`src/sv/ifrs_pkg.sv`:
```
// ifrs_pkg: shared constants, payload types and fill helper for the
// interlace field row shifter. No dependencies.
package ifrs_pkg;

  localparam int MAX_SHIFT   = 63;
  localparam int MAX_WIDTH   = 4096;

  localparam int COMP_W      = 16;
  localparam int PIX_W       = 4 * COMP_W;
  localparam int WIDTH_W     = 13;
  localparam int OFFS_W      = 7;
  localparam int SHIFT_W     = $clog2(MAX_SHIFT + 1);
  localparam int STORE_DEPTH = 64;
  localparam int PTR_W       = $clog2(STORE_DEPTH);
  localparam int QUEUE_DEPTH = 4;
  localparam int QPTR_W      = $clog2(QUEUE_DEPTH);
  localparam int APB_ADDR_W  = 4;
  localparam int APB_DATA_W  = 32;

  localparam logic [COMP_W-1:0] CHROMA_MID = 16'h8000;

  // pixel formats
  localparam logic FMT_RGBA = 1'b0;
  localparam logic FMT_AYUV = 1'b1;

  // register indexes (word address)
  localparam logic [1:0] REG_FIRST_OFFS  = 2'd0;
  localparam logic [1:0] REG_SECOND_OFFS = 2'd1;
  localparam logic [1:0] REG_LINE_WIDTH  = 2'd2;
  localparam logic [1:0] REG_PIX_FORMAT  = 2'd3;

  typedef struct packed {
    logic [COMP_W-1:0] comp_first;
    logic [COMP_W-1:0] comp_second;
    logic [COMP_W-1:0] comp_third;
    logic [COMP_W-1:0] comp_fourth;
    logic              frame_start;
  } item_t;

  typedef struct packed {
    logic [COMP_W-1:0] out_first;
    logic [COMP_W-1:0] out_second;
    logic [COMP_W-1:0] out_third;
    logic [COMP_W-1:0] out_fourth;
    logic              row_end;
    logic              run_last;
  } res_t;

  // one queued command: a pixel, then a run of fills
  typedef struct packed {
    logic [PIX_W-1:0]   pix;
    logic               row_end;
    logic [SHIFT_W-1:0] fills;
  } cmd_t;

  // packed pixel layout is {fourth, third, second, first}
  function automatic logic [PIX_W-1:0] fill_pix(input logic fmt);
    logic [COMP_W-1:0] chroma;
    chroma = (fmt == FMT_AYUV) ? CHROMA_MID : '0;
    return {chroma, chroma, {COMP_W{1'b0}}, {COMP_W{1'b0}}};
  endfunction

endpackage

```
`src/sv/ifrs_front.sv`:
```
// ifrs_front: accepts pixels, tracks row and column, keeps the line store
// and turns each pixel not dropped by a left shift into a queue command. Depends on ifrs_pkg.
module ifrs_front import ifrs_pkg::*; (
  input  logic               clk,
  input  logic               rst,
  input  logic               push,
  output logic               full,
  input  item_t              item,
  input  logic [OFFS_W-1:0]  first_offs,
  input  logic [OFFS_W-1:0]  second_offs,
  input  logic [WIDTH_W-1:0] line_width,
  input  logic               fmt,
  output logic               cmd_push,
  output cmd_t               cmd,
  input  logic               cmd_full
);

  typedef enum logic [2:0] {
    SEL_PIX   = 3'b001,
    SEL_STORE = 3'b010,
    SEL_FILL  = 3'b100
  } sel_t;

  localparam logic [WIDTH_W-1:0] MAX_WIDTH_V = WIDTH_W'(MAX_WIDTH);
  localparam logic signed [OFFS_W:0] SH_MAX = (OFFS_W+1)'(MAX_SHIFT);
  localparam logic signed [OFFS_W:0] SH_MIN = -SH_MAX;

  logic [PIX_W-1:0] store [STORE_DEPTH];
  logic [PIX_W-1:0] rd_data;

  logic [PTR_W-1:0]   ptr;
  logic [WIDTH_W-1:0] column;
  logic               odd;

  logic               stg_valid;
  sel_t               stg_sel;
  logic [PIX_W-1:0]   stg_pix;
  logic               stg_row_end;
  logic [SHIFT_W-1:0] stg_fills;

  logic                    accept;
  logic [PIX_W-1:0]        pix_in;
  logic [WIDTH_W-1:0]      col_cur;
  logic                    odd_cur;
  logic [WIDTH_W-1:0]      w_eff;
  logic                    last;
  logic [OFFS_W-1:0]       raw;
  logic signed [OFFS_W:0]  sh_raw;
  logic signed [OFFS_W:0]  sh;
  logic [OFFS_W:0]         mag_ext;
  logic [SHIFT_W-1:0]      mag;
  logic                    neg;
  logic [WIDTH_W-1:0]      mag_w;
  logic [PTR_W-1:0]        raddr;
  logic                    cls_push;
  sel_t                    cls_sel;
  logic                    cls_row_end;
  logic [SHIFT_W-1:0]      cls_fills;

  assign full   = stg_valid && cmd_full;
  assign accept = push && !full;
  assign pix_in = {item.comp_fourth, item.comp_third, item.comp_second, item.comp_first};

  assign col_cur = item.frame_start ? '0 : column;
  assign odd_cur = item.frame_start ? 1'b0 : odd;

  always_comb begin
    priority if (line_width == '0) begin
      w_eff = WIDTH_W'(1);
    end else if (line_width > MAX_WIDTH_V) begin
      w_eff = MAX_WIDTH_V;
    end else begin
      w_eff = line_width;
    end
  end

  assign last = ({1'b0, col_cur} + (WIDTH_W+1)'(1)) >= {1'b0, w_eff};

  assign raw    = odd_cur ? second_offs : first_offs;
  assign sh_raw = signed'({raw[OFFS_W-1], raw});

  always_comb begin
    priority if (sh_raw > SH_MAX) begin
      sh = SH_MAX;
    end else if (sh_raw < SH_MIN) begin
      sh = SH_MIN;
    end else begin
      sh = sh_raw;
    end
  end

  assign neg     = sh[OFFS_W];
  assign mag_ext = neg ? (OFFS_W+1)'(-sh) : (OFFS_W+1)'(sh);
  assign mag     = mag_ext[SHIFT_W-1:0];
  assign mag_w   = WIDTH_W'(mag);
  assign raddr   = ptr - PTR_W'(mag);

  always_comb begin
    cls_push    = 1'b1;
    cls_sel     = SEL_PIX;
    cls_row_end = last;
    cls_fills   = '0;
    priority if (mag_w >= w_eff) begin
      cls_sel = SEL_FILL;
    end else if (!neg) begin
      priority if (col_cur < mag_w) begin
        cls_sel = SEL_FILL;
      end else if (mag == '0) begin
        cls_sel = SEL_PIX;
      end else begin
        cls_sel = SEL_STORE;
      end
    end else if (col_cur >= mag_w) begin
      // left shift: pixel itself, fills appended at row end
      cls_sel     = SEL_PIX;
      cls_row_end = 1'b0;
      cls_fills   = last ? mag : '0;
    end else begin
      cls_push = 1'b0;
    end
  end

  always_ff @(posedge clk) begin
    if (accept) begin
      store[ptr]  <= pix_in;
      rd_data     <= store[raddr];
      stg_sel     <= cls_sel;
      stg_pix     <= pix_in;
      stg_row_end <= cls_row_end;
      stg_fills   <= cls_fills;
    end
  end

  always_ff @(posedge clk) begin
    if (rst) begin
      ptr       <= '0;
      column    <= '0;
      odd       <= 1'b0;
      stg_valid <= 1'b0;
    end else begin
      if (accept) begin
        ptr       <= ptr + PTR_W'(1);
        column    <= last ? '0 : col_cur + WIDTH_W'(1);
        odd       <= last ? !odd_cur : odd_cur;
        stg_valid <= cls_push;
      end else if (stg_valid && !cmd_full) begin
        stg_valid <= 1'b0;
      end
    end
  end

  assign cmd_push = stg_valid && !cmd_full;

  always_comb begin
    cmd.row_end = stg_row_end;
    cmd.fills   = stg_fills;
    unique case (stg_sel)
      SEL_PIX:   cmd.pix = stg_pix;
      SEL_STORE: cmd.pix = rd_data;
      SEL_FILL:  cmd.pix = fill_pix(fmt);
      default:   cmd.pix = stg_pix;
    endcase
  end

endmodule

```
`src/sv/ifrs_cmdq.sv`:
```
// ifrs_cmdq: small command queue between front and back parts.
// Depends on ifrs_pkg.
module ifrs_cmdq import ifrs_pkg::*; (
  input  logic clk,
  input  logic rst,
  input  logic wr,
  output logic full,
  input  cmd_t wdata,
  input  logic rd,
  output logic empty,
  output cmd_t rdata
);

  cmd_t              entries [QUEUE_DEPTH];
  logic [QPTR_W-1:0] wptr;
  logic [QPTR_W-1:0] rptr;
  logic [QPTR_W:0]   count;

  assign full  = count == (QPTR_W+1)'(QUEUE_DEPTH);
  assign empty = count == '0;
  assign rdata = entries[rptr];

  always_ff @(posedge clk) begin
    if (wr) begin
      entries[wptr] <= wdata;
    end
  end

  always_ff @(posedge clk) begin
    if (rst) begin
      wptr  <= '0;
      rptr  <= '0;
      count <= '0;
    end else begin
      if (wr) begin
        wptr <= wptr + QPTR_W'(1);
      end
      if (rd) begin
        rptr <= rptr + QPTR_W'(1);
      end
      unique case ({wr, rd})
        2'b10:   count <= count + (QPTR_W+1)'(1);
        2'b01:   count <= count - (QPTR_W+1)'(1);
        default: count <= count;
      endcase
    end
  end

endmodule

```
`src/sv/ifrs_back.sv`:
```
// ifrs_back: expands queued commands into results, pixel first then fills,
// into an output register. Depends on ifrs_pkg.
module ifrs_back import ifrs_pkg::*; (
  input  logic clk,
  input  logic rst,
  input  logic fmt,
  input  logic q_empty,
  input  cmd_t head,
  output logic q_pop,
  output logic empty,
  input  logic pop,
  output res_t result
);

  typedef enum logic [1:0] {
    ST_PIX  = 2'b01,
    ST_FILL = 2'b10
  } state_t;

  state_t             state;
  state_t             state_next;
  logic [SHIFT_W-1:0] fill_left;
  logic [SHIFT_W-1:0] fill_left_next;
  logic               out_valid;
  res_t               res_next;
  logic               load;
  logic [PIX_W-1:0]   src;
  logic               fill_end;

  assign load     = !q_empty && (!out_valid || pop);
  assign empty    = !out_valid;
  assign fill_end = fill_left == SHIFT_W'(1);

  always_comb begin
    state_next     = state;
    fill_left_next = fill_left;
    q_pop          = 1'b0;
    src            = head.pix;
    res_next       = '0;
    unique case (state)
      ST_PIX: begin
        src               = head.pix;
        res_next.row_end  = head.row_end;
        res_next.run_last = head.fills == '0;
        if (load) begin
          if (head.fills == '0) begin
            q_pop = 1'b1;
          end else begin
            state_next     = ST_FILL;
            fill_left_next = head.fills;
          end
        end
      end
      ST_FILL: begin
        src               = fill_pix(fmt);
        res_next.row_end  = fill_end;
        res_next.run_last = fill_end;
        if (load) begin
          fill_left_next = fill_left - SHIFT_W'(1);
          if (fill_end) begin
            q_pop      = 1'b1;
            state_next = ST_PIX;
          end
        end
      end
      default: begin
        state_next = ST_PIX;
      end
    endcase
    res_next.out_first  = src[COMP_W-1:0];
    res_next.out_second = src[2*COMP_W-1:COMP_W];
    res_next.out_third  = src[3*COMP_W-1:2*COMP_W];
    res_next.out_fourth = src[4*COMP_W-1:3*COMP_W];
  end

  always_ff @(posedge clk) begin
    if (load) begin
      result <= res_next;
    end
  end

  always_ff @(posedge clk) begin
    if (rst) begin
      state     <= ST_PIX;
      fill_left <= '0;
      out_valid <= 1'b0;
    end else begin
      state     <= state_next;
      fill_left <= fill_left_next;
      if (load) begin
        out_valid <= 1'b1;
      end else if (pop) begin
        out_valid <= 1'b0;
      end
    end
  end

endmodule

```
`src/sv/interlace_field_row_shifter_unit.sv`:
```
// interlace_field_row_shifter_unit: top level with register file, front part,
// command queue and back part. Depends on ifrs_pkg, ifrs_front, ifrs_cmdq, ifrs_back.
//
//   channel   signals                                          moves
//   input     push / full / item                               one pixel item
//   result    pop / empty / result                             one result item
//   config    psel penable pwrite paddr pwdata prdata pready   one 32-bit register word
//
// an item is accepted every cycle unless the staging register holds a command
// the queue cannot take; its command passes that register and the queue to the back
// part, whose output register takes one result per cycle while a command waits and it
// is free or popped; a left-shift row end gives its pixel plus one fill per shift; the
// four-deep queue and the staging register hold five commands before full rises
// rst is synchronous and clears tracking, queue and output state, not the line store
module interlace_field_row_shifter_unit import ifrs_pkg::*; (
  input  logic                  clk,
  input  logic                  rst,
  // input queue side
  input  logic                  push,
  output logic                  full,
  input  item_t                 item,
  // result queue side
  output logic                  empty,
  input  logic                  pop,
  output res_t                  result,
  // configuration port
  input  logic                  psel,
  input  logic                  penable,
  input  logic                  pwrite,
  input  logic [APB_ADDR_W-1:0] paddr,
  input  logic [APB_DATA_W-1:0] pwdata,
  output logic [APB_DATA_W-1:0] prdata,
  output logic                  pready
);

  // configuration registers
  logic [OFFS_W-1:0]  first_offs;
  logic [OFFS_W-1:0]  second_offs;
  logic [WIDTH_W-1:0] line_width;
  logic               fmt;

  logic       cfg_wr;
  logic [1:0] reg_idx;

  // front to queue, queue to back
  logic cmd_push;
  cmd_t cmd;
  logic cmd_full;
  logic q_empty;
  logic q_pop;
  cmd_t head;

  assign pready  = 1'b1;
  assign reg_idx = paddr[APB_ADDR_W-1:2];
  assign cfg_wr  = psel && penable && pwrite && pready;

  // register writes
  always_ff @(posedge clk) begin
    if (rst) begin
      first_offs  <= '0;
      second_offs <= '0;
      line_width  <= WIDTH_W'(1920);
      fmt         <= FMT_RGBA;
    end else if (cfg_wr) begin
      unique case (reg_idx)
        REG_FIRST_OFFS:  first_offs  <= pwdata[OFFS_W-1:0];
        REG_SECOND_OFFS: second_offs <= pwdata[OFFS_W-1:0];
        REG_LINE_WIDTH:  line_width  <= pwdata[WIDTH_W-1:0];
        REG_PIX_FORMAT:  fmt         <= pwdata[0];
        default: ;
      endcase
    end
  end

  // register reads, raw stored bits zero extended
  always_comb begin
    unique case (reg_idx)
      REG_FIRST_OFFS:  prdata = APB_DATA_W'(first_offs);
      REG_SECOND_OFFS: prdata = APB_DATA_W'(second_offs);
      REG_LINE_WIDTH:  prdata = APB_DATA_W'(line_width);
      REG_PIX_FORMAT:  prdata = APB_DATA_W'(fmt);
      default:         prdata = '0;
    endcase
  end

  // front: row/column tracking, line store, classification
  ifrs_front u_front (
    .clk         (clk),
    .rst         (rst),
    .push        (push),
    .full        (full),
    .item        (item),
    .first_offs  (first_offs),
    .second_offs (second_offs),
    .line_width  (line_width),
    .fmt         (fmt),
    .cmd_push    (cmd_push),
    .cmd         (cmd),
    .cmd_full    (cmd_full)
  );

  // decoupling queue
  ifrs_cmdq u_cmdq (
    .clk   (clk),
    .rst   (rst),
    .wr    (cmd_push),
    .full  (cmd_full),
    .wdata (cmd),
    .rd    (q_pop),
    .empty (q_empty),
    .rdata (head)
  );

  // back: pixel then fill run, registered output
  ifrs_back u_back (
    .clk     (clk),
    .rst     (rst),
    .fmt     (fmt),
    .q_empty (q_empty),
    .head    (head),
    .q_pop   (q_pop),
    .empty   (empty),
    .pop     (pop),
    .result  (result)
  );

endmodule

```
`config.mk`:
```
export PLATFORM = sky130hd
export DESIGN_NAME = interlace_field_row_shifter_unit
export DESIGN_NICKNAME = d
export VERILOG_FILES = /design/src/sv/ifrs_pkg.sv /design/src/sv/ifrs_front.sv /design/src/sv/ifrs_cmdq.sv /design/src/sv/ifrs_back.sv /design/src/sv/interlace_field_row_shifter_unit.sv
export SDC_FILE = /design/constraint.sdc
export NUM_CORES = 2
export LEC_CHECK = 0
export BUFFER_PORTS_ARGS = -buffer_cell sky130_fd_sc_hd__buf_4
export CAP_MARGIN = 20
export CORE_MARGIN = 1
export CORE_UTILIZATION = 62
export CTS_BUF_LIST = sky130_fd_sc_hd__clkbuf_4
export CTS_CLUSTER_SIZE = 30
export DETAILED_ROUTE_END_ITERATION = 16
export PLACE_DENSITY = 0.76
export SLEW_MARGIN = 20
export SYNTH_ARGS = -nofsm -noshare
export SYNTH_HDL_FRONTEND = slang
export SYNTH_MEMORY_MAX_BITS = 65536
export SYNTH_SLANG_ARGS = --single-unit
```
`constraint.sdc`:
```
create_clock -name clk -period 7.7 [get_ports clk]
set_input_delay 1.155 -clock clk [delete_from_list [all_inputs] [get_ports clk]]
set_output_delay 1.155 -clock clk [all_outputs]
set_load 0.02 [all_outputs]
```
==> results.toml <==
[grt]
grt_max_degree = 93
grt_pass1_vias = 90900
grt.overflow.total = 0
grt_antenna_before_repair = 21
grt_usage = 0.324
grt_pass1_wl_mm = 641

[detailed_routing]
routed_wl_mm = 458
first_iter_violations = 13500
dr.pass1.iters = 6
via_count = 89900
drc = 0
routed_via_density = 6.82
routedWlPerCell_um = 34.7
ant_nets = 0

[synth]
ys_warn_count = 0
postSynthCellCount = 7325
synth_top_cell_by_area = "edfxtp_1"
synth.top_cell.area_share = 0.775
syn_area_per_cell_um2 = 24.3
async_reset_ff_frac = 0
ys_seq_elements = 4651
seq_area_frac_synth = 0.782
synth_edf_count = 4584
synthTopCellsByArea = "edfxtp_1, mux4_2, mux2i_1"
syn_area_um2 = 178000
ys_types = 61
synth_top_flop_cell = "edfxtp_1"

[sta]
rsz0062_at_grt = "no"
setup_violations = 0
period_share = 0.783
finalMaxSlewViolations = 0
whs_ns = 0.183
min_period_ns = 6.03
fmax_mhz = 166
tightest_slew_ns = 1.20
fin_tns_setup_ns = 0
maxSlewHeadroom = 0.197
finalHoldViolations = 0
clock_skew_ns = 0.121

[die]
die-area_um2 = 289000
initial_core_util = 0.624
rows = 196
core_um2 = 285000
die_w_um = 537
num_io_pins = 209
die_y_um = 537

[worst_setup_path]
cp_cell_sequence = "dlygate4sd3_1, buf_4, nand2b_1, mux2i_2, o21bai_1, ha_1, nor2_1, mux2i_2, inv_1, ha_1, a21oi_1, inv_1, fa_4, buf_12, buf_12, mux4_2, mux4_2, mux2i_1, mux2i_1"
critPathKind = "in2reg"
cpMaxStageDelayCell = "fa_4"
worstPathArrival_ns = 7.37
timing.critical_path.buf_inv = 6
cp-startpoint = "item[0]"
slowest_delay_ns = 1.00
cp-start-kind = "input pin"
critPathCaptureType = "flip-flop"
critPathRequiredTime_ns = 9.05
reg2reg_from = "u_front.odd"
worstPathMaxFanout = 43
cp_top_family = "multiplexers"

[run]
maxCapViolations = 0

[place]
placed_area_um2 = 186000
portBuffers = 167
gp_congestion = 0.839
dp_hpwl_mm = 232

[clocking]
cts_tree = "done"
cts-root-buf = "clkbuf_4"
cts_buffers = 1194
cts.sinks = 4651
clock_latency_ns = 1.63
ctsHoldBuffers = 94
cts_setup_buffers = 0
h-tree-depth = 7
clk_path_buf_depth = 5
cts_resized = 0
clk_pin_slew_ns = 0.07

[final_layout]
final_area_um2 = 201000
fillers = 16300
area_delta_synth_final_pct = 13.0
nets = 8842
drive_above_1_share = 0.383
final_cell_mix = "edfxtp_1, clkbuf_4, mux4_2"
mostFrequentLayoutCell = "edfxtp_1"

[pwr]
power_leakage_nw = 65.4
peakVddDrop_v = 0.000165
p_per_area_nw_per_um2 = 261

[worst_hold_path]
hold_start = "paddr[2]"
worstHoldPathType = "in2reg"

[outcome]
status = "complete, no violations"
[state kept, by name, indices dropped and copies added, names as in the netlist, 2 cells and up, named ones only]
| register | count |
|---|---|
| u_front.stg_fills | 6 |
| first_offs | 7 |
| u_back.fill_left | 6 |
| u_front.rd_data | 64 |
| u_back.result | 66 |
| u_front.stg_pix | 64 |
| u_cmdq.entries | 284 |
| u_front.column | 13 |
| second_offs | 7 |
| u_front.ptr | 6 |
| u_cmdq.count | 3 |
| u_front.store | 4096 |
| u_cmdq.wptr | 2 |
| u_back.state | 2 |
| u_front.stg_sel | 3 |
| line_width | 13 |
| u_cmdq.rptr | 2 |
[through the flow]
step,setup slack (ns),power [mW],utilization,cells
6_report,1.67,52.4,0.704,13200
3_5_place_dp,0.723,33.3,0.652,11200
5_1_grt,1.61,54.2,0.704,13200
2_1_floorplan,1.40,31.8,-,7343
3_3_place_gp,0.784,33.1,0.652,11200
4_1_cts,1.91,52.8,0.704,13200
[routing by layer]
metal  wire length, µm  track usage
met5                94            0
met4             17500        0.137
met3             62500       0.0990
met2            221000        0.505
met1            157000        0.432
[cell type report]
| class | count | area, µm² | area share |
|---|---|---|---|
| Sequential cell | 4651 | 139000 | 0.693 |
| Multi-Input combinational cell | 2264 | 37400 | 0.186 |
| Clock buffer | 1655 | 12400 | 0.0619 |
| Timing Repair Buffer | 545 | 5610 | 0.0279 |
| Tap cell | 3762 | 4710 | 0.0235 |
| Clock inverter | 255 | 1370 | 0.00680 |
| Inverter | 35 | 141 | 0.000704 |
| Antenna cell | 12 | 30.0 | 0.000150 |
[cell usage after synthesis, drive strengths merged (14+ instances only)]
cell and number:
a21oi 65, a22o 62, and2 75, buf 120, clkbuf 273, dfxtp 67, edfxtp 4584, ha 41
inv 35, mux2i 218, mux4 1352, nand2 96, nand3 31, nor2 124, nor2b 16, nor3 16
o21ai 30, xnor2 14
[logic make-up after synthesis]
| kind of cell | count (synthesis) | synth area share |
|---|---|---|
| XOR/XNOR | 26 | 0.00132 |
| AND/OR/NAND/NOR | 409 | 0.0111 |
| buffers and inverters | 428 | 0.0108 |
| flip-flops | 4651 | 0.782 |
| multiplexers | 1571 | 0.184 |
| AO/OA/AOI/OAI | 191 | 0.00742 |
| other | 2 | 0.0000423 |
| adder cells (fa/ha/maj) | 47 | 0.00334 |
[final timing paths]
kind	end	slack, ns	depth (start not counted)
worst max-delay path	u_front.rd_data[56]	1.67	19
worst min-delay path	line_width[0]	0.18	5
worst min register to register	u_cmdq.entries[0][3]	0.47	0
worst max register to register	u_front.rd_data[56]	1.83	17
[power by group]
part	switching, mW	leakage, nW	internal (mW)	total (mW)
logic	2.40	15.2	2.13	4.54
clock network	9.40	8.28	10.3	19.7
registers	0.0930	42.0	28.1	28.2
[worst register-to-register path, stage by stage, from the launching register on]
cell	delay, ns
dfxtp_1	0.34
nand2b_1	0.23
mux2i_2	0.42
o21bai_1	0.13
ha_1	0.43
nor2_1	0.09
mux2i_2	0.18
inv_1	0.11
ha_1	0.30
a21oi_1	0.20
inv_1	0.14
fa_4	1.00
buf_12	0.31
buf_12	0.29
mux4_2	0.44
mux4_2	0.50
mux2i_1	0.41
mux2i_1	0.13
Power figures use the tool's default switching activity.
